`src/sv/imh_ram.sv`:
```
// Generic single-write, single-read RAM with registered read data.
module imh_ram #(
  parameter int WIDTH = 8,
  parameter int DEPTH = 2
) (
  input  logic                     clk,
  input  logic                     we,
  input  logic [$clog2(DEPTH)-1:0] waddr,
  input  logic [WIDTH-1:0]         wdata,
  input  logic [$clog2(DEPTH)-1:0] raddr,
  output logic [WIDTH-1:0]         rdata
);

  logic [WIDTH-1:0] mem [DEPTH];

  always_ff @(posedge clk) begin
    if (we) begin
      mem[waddr] <= wdata;
    end
    rdata <= mem[raddr];
  end

endmodule

```
`config.mk`:
```
export PLATFORM = sky130hd
export DESIGN_NAME = imh_ram
export DESIGN_NICKNAME = d
export VERILOG_FILES = /design/src/sv/imh_ram.sv
export SDC_FILE = /design/constraint.sdc
export NUM_CORES = 1
export LEC_CHECK = 0
export BUFFER_PORTS_ARGS = -buffer_cell sky130_fd_sc_hd__buf_4
export CORE_MARGIN = 1.5
export CORE_UTILIZATION = 45
export CTS_CLUSTER_DIAMETER = 150
export DETAILED_ROUTE_END_ITERATION = 16
export PLACE_DENSITY = 0.71
export SLEW_MARGIN = 20
export SYNTH_ARGS = -nofsm -noshare
export SYNTH_HDL_FRONTEND = slang
export SYNTH_SLANG_ARGS = --single-unit
```
`constraint.sdc`:
```
create_clock -name clk -period 1 [get_ports clk]
set_clock_uncertainty 0.05 [all_clocks]
set_input_delay 0.1 -clock clk [delete_from_list [all_inputs] [get_ports clk]]
set_output_delay 0.1 -clock clk [all_outputs]
set_load 0.05 [all_outputs]
```
[After elaboration in Yosys (flattened, before gate mapping)]
Memory sizes are Yosys's and may differ from the RTL's. A register that Yosys moved wholly into a read port is not among the register bits.
Cells that the tools add are included.
Storage, ports and cells
  register bits: 0
  memory bits (writable): 16
  bits of input ports: 12
  output and inout bits: 8
  word-level logic and storage cells: 3
  memories kept: 1
Memory list
  mem: words 2, bits a word 8, rd ports 1, clocked after Yosys merged registers in 1, write ports 1, RTL line 14  | logic [WIDTH-1:0] mem [DEPTH];
Operators by class
  muxes and demuxes: 2
Operators by type and width (number)
  $mux W1: 2

[Longest topological paths before layout]
  depth after elaboration: 2
  mapped depth: 2
  mapped depth without buffers: 1

[Least setup slack after synthesis]
No wires, ideal clock.
  path type: input-to-reg
  from: in we
  to: mem mem[0][0] (enable)
  library setup time: 0.373 ns
  data arrival time: 0.520 ns
  data required time: 0.577 ns
  setup slack: 0.057 ns
  cell stages on the path: 1
  path buffers: 0
  path through: nor2b_1
Between the ends
  longest elaborated chain between the ends: 2
Ends and longest elaborated chain
  start, declared: RTL line 7  | input logic we,
  $mux W1: RTL line 17  | if (we) begin
  $mux W1 (not written as such): RTL line 18  | mem[waddr] <= wdata;
  end, declared: RTL line 14
No other way between the ends.

[Worst setup path after layout]
  from: reg rdata[7] (read register of mem)
  to: out rdata[7]
RTL lines
  start, declared: RTL line 11  | output logic [WIDTH-1:0] rdata
No word-level cell between the ends.

==> results.ini <==
[min_path]
hold_path.class = in2reg
min_from = raddr

[power]
p_leak_nw = 0.4421
vdd_drop_max_uv = 1054
p_per_area_mw_per_mm2 = 1736
power.total_mw = 1.870

[routing]
ant_nets = 0
first_iter_violations = 0
wl_per_cell_um = 12.32
totalWireLength_um = 1010
remaining_drc_errors = 0
viasPerCell = 4.707
num_vias = 386
dr.pass1.iters = 1

[final_layout]
final_cells = 82
antenna_cells = 0
synthToLayoutAreaGrowth_pct = 37.32
fin_nets = 79
fin_area_mm2 = 0.001077
fill_cells = 106
final_core_util = 0.6833
drive_above_1_share = 0.4848

[worst_setup_path]
crit_arrival_ns = 0.82
crit_type = reg2out
cp_max_fo = 1
slowest_delay_ns = 0.33
cp.required_ns = 0.85
critPathBufInv = 1
crit_chain = buf_4
end_kind = output pin
slowest_stage = dfxtp_1
startpoint = rdata[7]$_DFF_P_
crit_path_start_kind = flip-flop
r2r-start = mem[0][7]$_DFFE_PP_
cpLargestDelayFamily = flip-flops

[timing]
setup_violations = 0
tightest_slew_ns = 0.3585
hold_ws_ns = 0.1114
final.setup.tns_ns = 0
hold_viol = 0
period_needed_ns = 0.9657
drv_slew = 0
max_freq_ghz = 1.036
worst_slack_ns = 0.03431
rsz0062_at_grt = false
fin_crit_sh = 0.9657
slew_headroom = 0.7610

[synthesis]
yosysSeqAreaShare = 0.8166
syn_inst = 35
syn_area_um2 = 784.5
yosys.cell_types.count = 6
synth_seq_cells = 24
yosys_warnings = 0
synth_fp_nets = 47
syn_area_per_cell_um2 = 22.41

[run]
drv_cap = 0

[die]
io_pins = 20
die_area_mm2 = 0.002003
core.rowCount = 14
start_util = 0.4976
die_w_um = 44.76
chipHeight_um = 44.76
core_mm2 = 0.001577

[global_route]
antenna_found_initial = 0
grt_pass1_vias = 367
grt_pass1_wl_um = 1559
grt_max_degree = 14
grt_usage = 0.1242
grt.overflow.total = 0

[placed_design]
dpl_cell_area_um2 = 943.4
gp_congestion = 0.6453
place_ws_ns = 0.06783
dp.cells = 70
portBuffers = 19

[clock_tree]
post_cts_buffers = 0
clock-sinks = 24
clk_pin_slew_ns = 0.11
clock_tree.buffer_depth = 2
cts_tree = done
htree_levels = 1
clk_latency_ns = 0.31
cts_root_buffer = clkbuf_4
numCtsBuffers = 3

[status]
status = finished clean

[layout make-up]
class                           instances  area (µm²)  area share
Sequential cell                        24       641.9      0.5958
Clock buffer                            3       22.52     0.02091
Multi-Input combinational cell         10       132.6      0.1231
Clock inverter                          1       3.754    0.003484
Timing Repair Buffer                   28       256.5      0.2381
Tap cell                               16       20.02     0.01858
[sequential cells by signal, indices dropped and copies added, names as in the netlist]
name   count
mem       16
rdata      8
[cell usage after synthesis, drive strengths merged]
cell | instances | area share
edfxtp | 16 | 0.61
dfxtp | 8 | 0.20
mux2 | 8 | 0.15
and2 | 1 | 0.0080
buf | 1 | 0.014
nor2b | 1 | 0.0080
[final timing paths]
check / slack, ns / endpoint / cells past startpoint
worst max-delay path: 0.03 / rdata[7] / 1
worst min-delay path: 0.11 / rdata[3]$_DFF_P_ / 2
worst max register to register: 0.19 / rdata[7]$_DFF_P_ / 1
worst min register to register: 0.43 / rdata[3]$_DFF_P_ / 1
[kinds of logic (layout without fill, tap and decap cells)]
logic type | Yosys count | count (layout) | share of synthesized area
DFF | 24 | 24 | 0.8166
muxes | 8 | 8 | 0.1531
and+or+nand+nor | 2 | 2 | 0.01596
buffers and inverters | 1 | 32 | 0.01435
[what timing repair did]
| action | CTS | global route |
|---|---|---|
| endpoints found under the hold margin | 16 | 0 |
| setup endpoints to repair | 0 | 7 |
| hold buffers | 8 | 0 |
| gates resized for setup | 0 | 8 |
[power by group]
part | total (mW) | internal, mW | switching, mW
clock network | 0.405 | 0.146 | 0.259
logic | 0.306 | 0.148 | 0.158
registers | 1.16 | 1.14 | 0.0225
total | 1.87 | 1.43 | 0.440
[layer usage]
metal / GRT usage / wire length, µm / vias up
met5: 0 / 0 / -
met4: 0.1273 / 43 / 0
met3: 0.02400 / 55 / 5
met2: 0.2029 / 528 / 18
met1: 0.1291 / 383 / 173
li1: - / - / 190
[layout by cell type, fill, tap and decap left out]
master,synthesis,layout
and2_1,1,1
buf_4,0,13
buf_6,1,7
clkbuf_4,0,3
clkinv_1,0,1
dfxtp_1,8,7
dfxtp_2,0,1
dlygate4sd3_1,0,8
edfxtp_1,16,16
mux2_4,8,8
nor2b_1,1,1
No activity file was read; power rests on OpenSTA's default activity.
