[src/sv/imh_cmp.sv]
// Shared priority comparator: flags a strictly larger first operand.
module imh_cmp #(
  parameter int WIDTH = 32
) (
  input  logic [WIDTH-1:0] a,
  input  logic [WIDTH-1:0] b,
  output logic             gt
);

  assign gt = (a > b);

endmodule

[config.mk]
export PLATFORM = sky130hd
export DESIGN_NAME = imh_cmp
export DESIGN_NICKNAME = d
export VERILOG_FILES = /design/src/sv/imh_cmp.sv
export SDC_FILE = /design/constraint.sdc
export NUM_CORES = 1
export LEC_CHECK = 0
export ABC_AREA = 1
export BUFFER_PORTS_ARGS = -buffer_cell sky130_fd_sc_hd__clkbuf_2
export CORE_ASPECT_RATIO = 1.4
export CORE_MARGIN = 3
export CORE_UTILIZATION = 43
export DETAILED_ROUTE_END_ITERATION = 16
export MAX_ROUTING_LAYER = met4
export PLACE_DENSITY_LB_ADDON = 0.15
export REMOVE_ABC_BUFFERS = 1
export SETUP_SLACK_MARGIN = 0.1
export SYNTH_ARGS = -nofsm -noshare
export SYNTH_HDL_FRONTEND = slang
export SYNTH_SLANG_ARGS = --single-unit
[constraint.sdc]
create_clock -name vclk -period 1.05
set_input_delay 0 -clock vclk [all_inputs]
set_output_delay 0 -clock vclk [all_outputs]
set_load 0.02 [all_outputs]
### Yosys cells after proc, flatten, opt, wreduce, memory -nomap -nowiden

Index checks and enable logic that the tools add are counted.

* register bits: 0
* bits of input ports: 64

* order comparisons: 1

Operators with widths (number)
* $gt A32 B32 Y1: 1

### Longest topological paths before layout

Gate-level depths: netlist of run 1.

* depth in word-level cells: 1
* depth in mapped cells: 13

### Worst setup path after synthesis of run 1

No wires, ideal clock.

* path type: input -> output
* start: input port b[23]
* end: output port gt
* arrival time: 1052 ps
* path slack: -2 ps
* stages on the path: 8
* buffers on the path: 0
* path through: inv_1 -> ha_1 -> nand2_2 -> nor2_4 -> nand4_2 -> nor2_2 -> nand2_1 -> a21oi_1

* cells in the longest elaborated chain, start to end: 1

RTL lines
* from (decl): RTL line 6 `input logic [WIDTH-1:0] b,`
* $gt A32 B32 Y1: RTL line 10 `assign gt = (a > b);`
* to (decl): RTL line 7 `output logic gt`

Every way passes these cells.

### Worst setup path after layout of run 1

* start: input port b[11]
* end: output port gt

Same word-level chain as after synthesis.

==> summary.md, run 1 <==
| Metric | Value |
|---|---|
| Final HPWL DP | `1940 um` |
| Pint | `~0.27 mW` |
| Sequential element share of the synthesized area | `0%` |
| Via Count | `1110` |
| Unique masters post-synth | `17` |
| Clock buffers | `0` |
| Final worst setup slack | `-0.107 ns` |
| Compound-Gate Fraction of Synth Area | `approximately an eighth` |
| Setup WS pre-CTS | `-0.143 ns` |
| Via density per instance | `just under 5` |
| Hold slack final | `around 0.69 ns` |
| Required time of the critical path | `1.05 ns` |
| First-pass GRT wire length | `between 3000 and 4000 um` |
| Seq pwr share | `0%` |
| Filler cells | `~160` |
| Net count, final | `around 310` |
| I/O pins | `65` |
| Antenna Nets Post-Route | `0` |
| CTS hold repair buffers | `0` |
| Iter 0 DRT Violations | `5` |
| Final setup viols | `1` |
| ANT cells | `0` |
| Slew headroom | `between 80 and 90%` |
| Largest net degree at the start of global routing | `4` |
| Crit start category | `primary input` |
| Syn Area/Cell | `about 6.3 um2` |
| PortBufs | `65` |
| Critical path type | `in -> out` |
| DRC | `0` |
| Worst path arrival time | `approximately 1.2 ns` |
| Adder-cell share of the synthesized area | `between 40 and 50%` |
| Antenna violations before repair | `0` |
| HP Class | `in -> out` |
| Worst Setup SP | `b[11]` |
| Horiz. Die Dim | `between 40 and 50 um` |
| Largest family of logic cells by synthesized area | `adder cells` |
| Final min period | `roughly 1.2 ns` |
| Seq cells | `0` |
| RSZ-0062 raised after global routing | `true` |
| WL/cell | `slightly above 10 um` |
| Register area | `0 um2` |
| Part of the cycle the worst path needs | `110%` |
| Worst Tran Pin Value | `~0.15 ns` |
| Standard-cell rows | `18` |
| Placed insts | `about 230` |
| Area grow syn2layout | `56.7%` |
| Non-Filler Instances | `between 200 and 250` |
| P_leak | `0.891 nW` |
| Post-synthesis mux area share | `0%` |
| Clk pwr share | `0%` |
| Die height | `a little under 60 um` |
| Comb power frac | `between 90% and 100%` |
| Xor-xnor portion of the synthesized cell area | `0%` |
| Hold Violations, Final | `0` |
| Net Sw Frac | `between 40 and 50%` |
| Gate Count Post-Synth | `140` |
| RD Place Congestion | `between 0.6 and 0.7` |
| Floorplan core area | `1850 um2` |
| Vias in the first global route | `1100` |
| Synthesis Warnings | `0` |
| Proportion of layout cells with a drive suffix above 1 | `between 40% and 50%` |
| Highest Clock Rate | `864 MHz` |
| Pwr/cell area | `about 370 nW/um2` |
| Kind of end point of the critical path | `primary output` |
| Syn Std Cell Area | `883 um2` |
| Final number of max-transition violations | `0` |
| Overall Global Routing Usage | `18.7%` |
| Max-cap violations | `0` |
| Initial core utilization | `a little under half` |
| Failing checks | `setup timing` |
| Worst Hold Launch | `a[16]` |
| Total power | `0.518 mW` |
| Total gr overflow | `0` |
| Total die area | `2640 um2` |
| Psw | `0.252 mW` |
| CP max FO | `3` |
| Routed WL | `2370 um` |
| Drt first pass iters | `4` |
| Setup bufs post-CTS | `0` |
| Synth Area in Simple Gates | `between 20% and 30%` |
| Outcome | `finished with violations` |
| Final core occ | `between 70% and 80%` |
| Peak VDD IR | `~0.22 mV` |
-- repair_timing --
action,in CTS,in global routing
resized for setup,10,8
endpoints found under the setup margin,1,1
pin swaps,1,0
cloned,0,0
-- power groups by stage --
stage	clock network [mW]	registers (mW)	logic, mW
finish	0	0	0.518
global route	0	0	0.594
CTS	0	0	0.491
detailed placement	0	0	0.449
global placement	0	0	0.422
floorplan	0	0	0.258
-- layout by cell type, fill, tap and decap left out, types with 2 or more instances in the layout --
| cell type | n |
|---|---|
| ha_1 | 24 |
| nand3_1 | 3 |
| o21ai_1 | 2 |
| nor2_1 | 5 |
| buf_4 | 4 |
| nand2_2 | 4 |
| o21a_1 | 2 |
| nor2_2 | 3 |
| nand2_1 | 29 |
| a21oi_2 | 3 |
| clkbuf_2 | 64 |
| ha_4 | 8 |
| inv_1 | 38 |
| a21oi_1 | 12 |
-- cell families after synthesis --
group,Yosys count
buffers and inverters,39
adders and majority gates,32
AOI/OAI and AO/OA,20
and+or+nand+nor,49
-- synth_stat cells, types with 2 or more instances --
master	number	area share (%)
nand3_1	3	1.7
nand2_2	3	2.1
inv_1	39	17
o21a_1	2	1.7
nor2_1	5	2.1
ha_1	32	45
nand2_1	30	13
nor2_2	3	2.1
a21oi_1	15	8.5
-- stage by stage --
step | area [um2] | TNS (ns)
finish | 1380 | -0.107
global route | 1380 | -0.203
CTS | 1350 | -0.0962
detailed placement | 1260 | -0.143
global placement | 1260 | -0.0967
floorplan | 883 | -0.00231
-- per-layer routing --
metal	vias to the layer above	wire [um]	global-route usage [%]
li1	579	-	-
met1	474	747	15.0
met2	49	1360	41.7
met3	8	202	1.52
met4	0	59	4.74
met5	-	0	-
-- final cells by class --
cell class,instances,area [um2],share of cell area [%]
inverters,39,146,10.6
multi-input cells,101,862,62.3
well taps,20,25.0,1.81
repair buffers,68,350,25.3
-- worst paths after layout --
check,end,cells past startpoint
max,gt,9
min,gt,6
-- critical path, stage by stage --
cell and delay (ns):
clkbuf_2 0.09, inv_2 0.04, ha_4 0.27, nand4_1 0.15, nor3_4 0.16, nand3_1 0.11, nor3_2 0.13, a21oi_2 0.04
buf_4 0.15
(Power assumes the default switching activity.)
==> run 2: changes to the inputs <==
--- a/config.mk
+++ b/config.mk
@@ -12,7 +12,7 @@
 export CORE_UTILIZATION = 43
 export DETAILED_ROUTE_END_ITERATION = 16
 export MAX_ROUTING_LAYER = met4
-export PLACE_DENSITY_LB_ADDON = 0.15
+export PLACE_DENSITY = 0.85
 export REMOVE_ABC_BUFFERS = 1
 export SETUP_SLACK_MARGIN = 0.1
 export SYNTH_ARGS = -nofsm -noshare
==> run 2 against run 1 <==
Compared with the run above:
- the run still ends with setup timing left
- largest power group unchanged
- critical path depth grew 5
- non-clock buffer count unchanged
- hold slack better by 0.034 ns
- global-route usage is 0.25 points lower
- wire length decreased by 1.2%
- cell count did not move
==> summary.md, run 2 (same netlist as run 1, synthesis figures left out) <==
| Metric | Value |
|---|---|
| Outcome | `finished with violations` |
| Failing checks | `setup timing` |
| DRC | `0 (unchanged)` |
| Via Count | `1092 (-1.6%)` |
| Clock buffers | `0 (unchanged)` |
| Final setup viols | `1 (unchanged)` |
| Met3 Use GR | `0% (-1.5 points)` |
| Drt first pass iters | `4 (unchanged)` |
| First-pass GRT wire length | `3820 um (+0.18%)` |
| Routed WL | `2340 um (-1.2%)` |
| Horiz. Die Dim | `44.3 um (unchanged)` |
| RD Place Congestion | `0.776 (+21%)` |
| Floorplan core area | `1850 um2 (unchanged)` |
| Final number of max-transition violations | `0 (unchanged)` |
| Peak VDD IR | `0.169 mV (-24%)` |
| Critical path type | `in -> out` |
| Seq cells | `0 (unchanged)` |
| Final HPWL DP | `2210 um (+14%)` |
| PortBufs | `65 (unchanged)` |
| Placed inst area | `1260 um2 (unchanged)` |
| HP Class | `in -> out` |
| Met1 GRT Util | `16.2% (+1.3 points)` |
| Worst path arrival time | `1.14 ns (-0.02 ns)` |
| Initial core utilization | `47.8% (unchanged)` |
| Required time of the critical path | `1.05 ns (about the same)` |
| ANT cells | `0 (unchanged)` |
| Hold Violations, Final | `0 (unchanged)` |
| Via density per instance | `4.79 (-1.6%)` |
| P_leak | `0.882 nW (-0.94%)` |
| Grt met2 use | `42.3% (+0.62 points)` |
| Register area | `0 um2 (unchanged)` |
| Antenna violations before repair | `0 (unchanged)` |
| Part of the cycle the worst path needs | `109% (-1.2 points)` |
| Iter 0 DRT Violations | `12 (+7)` |
| Final instance area | `1290 um2 (-6.6%)` |
| Final min period | `1.14 ns (-0.0128 ns)` |
| Largest net degree at the start of global routing | `4 (unchanged)` |
| Setup bufs post-CTS | `0 (unchanged)` |
| Max-cap violations | `0 (unchanged)` |
| Final worst setup slack | `-0.0941 ns (+0.0128 ns)` |
| Crit start category | `primary input` |
| Total die area | `2640 um2 (unchanged)` |
| Worst Tran Pin Value | `0.159 ns (+0.00631 ns)` |
| Net count, final | `306 (unchanged)` |
| Setup WS pre-CTS | `-0.158 ns (-0.0148 ns)` |
| RSZ-0062 raised after global routing | `true` |
| Proportion of layout cells with a drive suffix above 1 | `38.9% (-4.8 points)` |
| Total power | `0.466 mW (-9.9%)` |
| Standard-cell rows | `18 (unchanged)` |
| Antenna Nets Post-Route | `0 (unchanged)` |
| Slew headroom | `89.3% (-0.50 points)` |
| Kind of end point of the critical path | `primary output` |
| CTS hold repair buffers | `0 (unchanged)` |
| Overall Global Routing Usage | `18.5% (-0.25 points)` |
| Leading cell types in the layout, fill and taps excluded | `64 x clkbuf_2, 39 x inv_1, 30 x nand2_1, 30 x ha_1, 14 x a21oi_1` |
| Commonest non-fill, non-tap cell in the layout | `clkbuf_2` |
| Final core occ | `70.0% (-4.9 points)` |
| WL/cell | `10.3 um (-1.2%)` |
| Highest Clock Rate | `874 MHz (+1.1%)` |
| Total gr overflow | `0 (unchanged)` |
| Die height | `59.6 um (unchanged)` |
| Vias in the first global route | `1084 (-1.5%)` |
| Pwr/cell area | `361 nW/um2 (-3.5%)` |
| Top Usage Layer GRT | `met2` |
| Hold slack final | `0.719 ns (+0.0338 ns)` |
| Area grow syn2layout | `46.3%` |
| CP max FO | `2 (-1)` |
| I/O pins | `65 (unchanged)` |
run 2: cell counts in the layout (fill, tap and decap cells not counted):
Identical to the previous run, type by type.
run 2: worst max-delay path, cell delays in order:
cell	delay, ns
clkbuf_2	0.08
inv_1	0.04
ha_1	0.29
nand2_1	0.07
inv_1	0.05
nand2_1	0.05
nand2_1	0.05
nand2_1	0.05
nand2_1	0.05
nand2_1	0.04
nand2_1	0.05
nand2_1	0.05
a21oi_2	0.12
buf_4	0.15
run 2: final timing paths:
path  startpoint  to  slack, ns  cells after the start
max         b[3]  gt      -0.09                     14
min        a[16]  gt       0.72                      6
run 2: cell type report:
class	count	area, um2
multi-input combinational	101	771
fill	175	554
timing repair buffer	68	350
inverter	39	146
tap	20	25.0
run 2: where the power goes:
part | total, mW | internal (mW) | switching, mW | leakage (nW)
Clock | 0 | 0 | 0 | 0
Sequential | 0 | 0 | 0 | 0
Combinational | 0.466 | 0.243 | 0.224 | 0.882
Total | 0.466 | 0.243 | 0.224 | 0.882
run 2: metrics by stage:
| step | instances | setup TNS [ns] |
|---|---|---|
| final | 228 | -0.0941 |
| after global routing | 228 | -0.244 |
| after CTS | 228 | -0.145 |
| after detailed placement | 228 | -0.158 |
| after global placement | 228 | -0.120 |
| after floorplan | 140 | -0.00231 |
run 2: metal layers:
metal  up-vias  wire (um)
met4         0         17
met5         -          0
met2        29       1450
met1       482        745
li1        579          -
met3         2        127
run 2: what timing repair did:
| action | in CTS | in global routing |
|---|---|---|
| setup endpoints to repair | 1 | 1 |
| hold endpoints to repair | 0 | 0 |
| gates resized for setup | 2 | 4 |
| cloned | 0 | 0 |
==> run 3: changes to the inputs <==
==> constraint.sdc (replaced) <==
create_clock -name vclk -period 1.05
set_input_delay 0.1575 -clock vclk [all_inputs]
set_output_delay 0.1575 -clock vclk [all_outputs]
set_load 0.02 [all_outputs]
==> run 3 against run 2 <==
Compared with the run above:
- the flow still finishes with violations (setup timing)
- sequential cell count unchanged
- final area increased by 2.2%
- global-route usage grew 0.94 points
- via count grew 2.2%
- critical path type unchanged
- highest routed layer unchanged
==> summary.md, run 3 (same netlist as run 1, synthesis figures left out) <==
| Metric | Value |
|---|---|
| Worst Tran Pin Value | `0.173 ns (+0.0136 ns)` |
| Kind of end point of the critical path | `primary output` |
| P_leak | `0.879 nW (-0.41%)` |
| Highest Clock Rate | `670 MHz (-23%)` |
| Via Count | `1116 (+2.2%)` |
| Floorplan core area | `1850 um2 (unchanged)` |
| HP Class | `in -> out` |
| Slew headroom | `88.4% (-0.91 points)` |
| Proportion of layout cells with a drive suffix above 1 | `40.9% (+1.9 points)` |
| Seq cells | `0 (unchanged)` |
| Worst path arrival time | `1.34 ns (+0.20 ns)` |
| Vias in the first global route | `1091 (+0.65%)` |
| Clock buffers | `0 (unchanged)` |
| Final min period | `1.49 ns (+0.349 ns)` |
| CP max FO | `3 (+1)` |
| Via density per instance | `4.89 (+2.2%)` |
| Placed inst area | `1260 um2 (unchanged)` |
| I/O pins | `65 (unchanged)` |
| Antenna violations before repair | `0 (unchanged)` |
| Antenna Nets Post-Route | `0 (unchanged)` |
| Register area | `0 um2 (unchanged)` |
| Hold Violations, Final | `0 (unchanged)` |
| Standard-cell rows | `18 (unchanged)` |
| Required time of the critical path | `0.89 ns (-0.16 ns)` |
| Commonest non-fill, non-tap cell in the layout | `clkbuf_2` |
| Outcome | `finished with violations` |
| Horiz. Die Dim | `44.3 um (unchanged)` |
| Peak VDD IR | `0.166 mV (-1.6%)` |
| Initial core utilization | `47.8% (unchanged)` |
| Total gr overflow | `0 (unchanged)` |
| Overall Global Routing Usage | `19.4% (+0.94 points)` |
| DRC | `0 (unchanged)` |
| Net count, final | `306 (unchanged)` |
| Final setup viols | `1 (unchanged)` |
| RSZ-0062 raised after global routing | `true` |
| Final number of max-transition violations | `0 (unchanged)` |
| Critical path type | `in -> out` |
| Drt first pass iters | `4 (unchanged)` |
| RD Place Congestion | `0.776 (about the same)` |
| Max-cap violations | `0 (unchanged)` |
| Worst Hold Launch | `a[16]` |
| Failing checks | `setup timing` |
| Total die area | `2640 um2 (unchanged)` |
| WHS Path Cells | `7 (+1)` |
| Largest net degree at the start of global routing | `4 (unchanged)` |
| Final HPWL DP | `2220 um (about the same)` |
| Total power | `0.488 mW (+4.6%)` |
| Leading cell types in the layout, fill and taps excluded | `64 x clkbuf_2, 36 x inv_1, 30 x nand2_1` |
| PortBufs | `65 (unchanged)` |
| First-pass GRT wire length | `4020 um (+5.4%)` |
| CTS hold repair buffers | `0 (unchanged)` |
| Pwr/cell area | `369 nW/um2 (+2.3%)` |
| WL/cell | `10.8 um (+5.3%)` |
| Final worst setup slack | `-0.443 ns (-0.349 ns)` |
| Crit start category | `primary input` |
| Part of the cycle the worst path needs | `142% (+33 points)` |
| Die height | `59.6 um (unchanged)` |
| Iter 0 DRT Violations | `13 (+1)` |
| Area grow syn2layout | `49.6%` |
| ANT cells | `0 (unchanged)` |
| Routed WL | `2460 um (+5.3%)` |
| Hold EP | `gt` |
| Final instance area | `1320 um2 (+2.2%)` |
==> run 3: cell counts in the layout (fill, tap and decap cells not counted) <==
No cell type changed its count.
==> run 3: final cells by class <==
type                       count  area (um2)
timing repair buffer          68         350
fill                         168         526
tap                           20        25.0
multi-input combinational    101         800
inverter                      39         146
==> run 3: timing repair <==
action	CTS	global route
setup buffers	0	0
endpoints found under the setup margin	1	1
gates resized for setup	9	1
pin swaps	2	0
gates cloned	0	0
==> run 3: where the power goes <==
part	leakage [nW]	switching, mW	internal, mW	total [mW]
clock	0	0	0	0
sequential	0	0	0	0
combinational	0.879	0.235	0.253	0.488
total	0.879	0.235	0.253	0.488
==> run 3: how the worst max path moves through the flow <==
stage	start	to	slack (ns)	cells after the start
6_report	b[15]	gt	-0.44	9
5_1_grt	b[9]	gt	-0.60	10
4_1_cts	b[23]	gt	-0.42	10
3_5_place_dp	b[11]	gt	-0.46	10
3_3_place_gp	b[7]	gt	-0.44	12
2_1_floorplan	b[23]	gt	-0.32	8
==> run 3: stage by stage <==
step	hold slack [ns]	instances	setup WS, ns	setup TNS (ns)	utilization [%]
after CTS	1.02	228	-0.416	-0.416	71.5
after global routing	1.10	228	-0.602	-0.602	71.5
after detailed placement	1.01	228	-0.456	-0.456	68.0
final	1.02	228	-0.443	-0.443	71.5
after global placement	1.01	228	-0.435	-0.435	68.0
after floorplan	0.827	140	-0.317	-0.317	-
==> run 3: layer usage <==
layer	vias up	global-route usage (%)	wire (um)
met5	-	-	0
li1	578	-	-
met1	491	19.3	833
met3	6	0	136
met4	0	2.59	51
met2	41	41.0	1440
==> run 3: worst max-delay path, cell delays in order <==
cell and delay, ns:
clkbuf_2 0.09, inv_1 0.06, ha_4 0.28, nand2_2 0.06, nor3_2 0.20, nand3_1 0.10, nor3_1 0.16, a21oi_1 0.07
buf_4 0.16
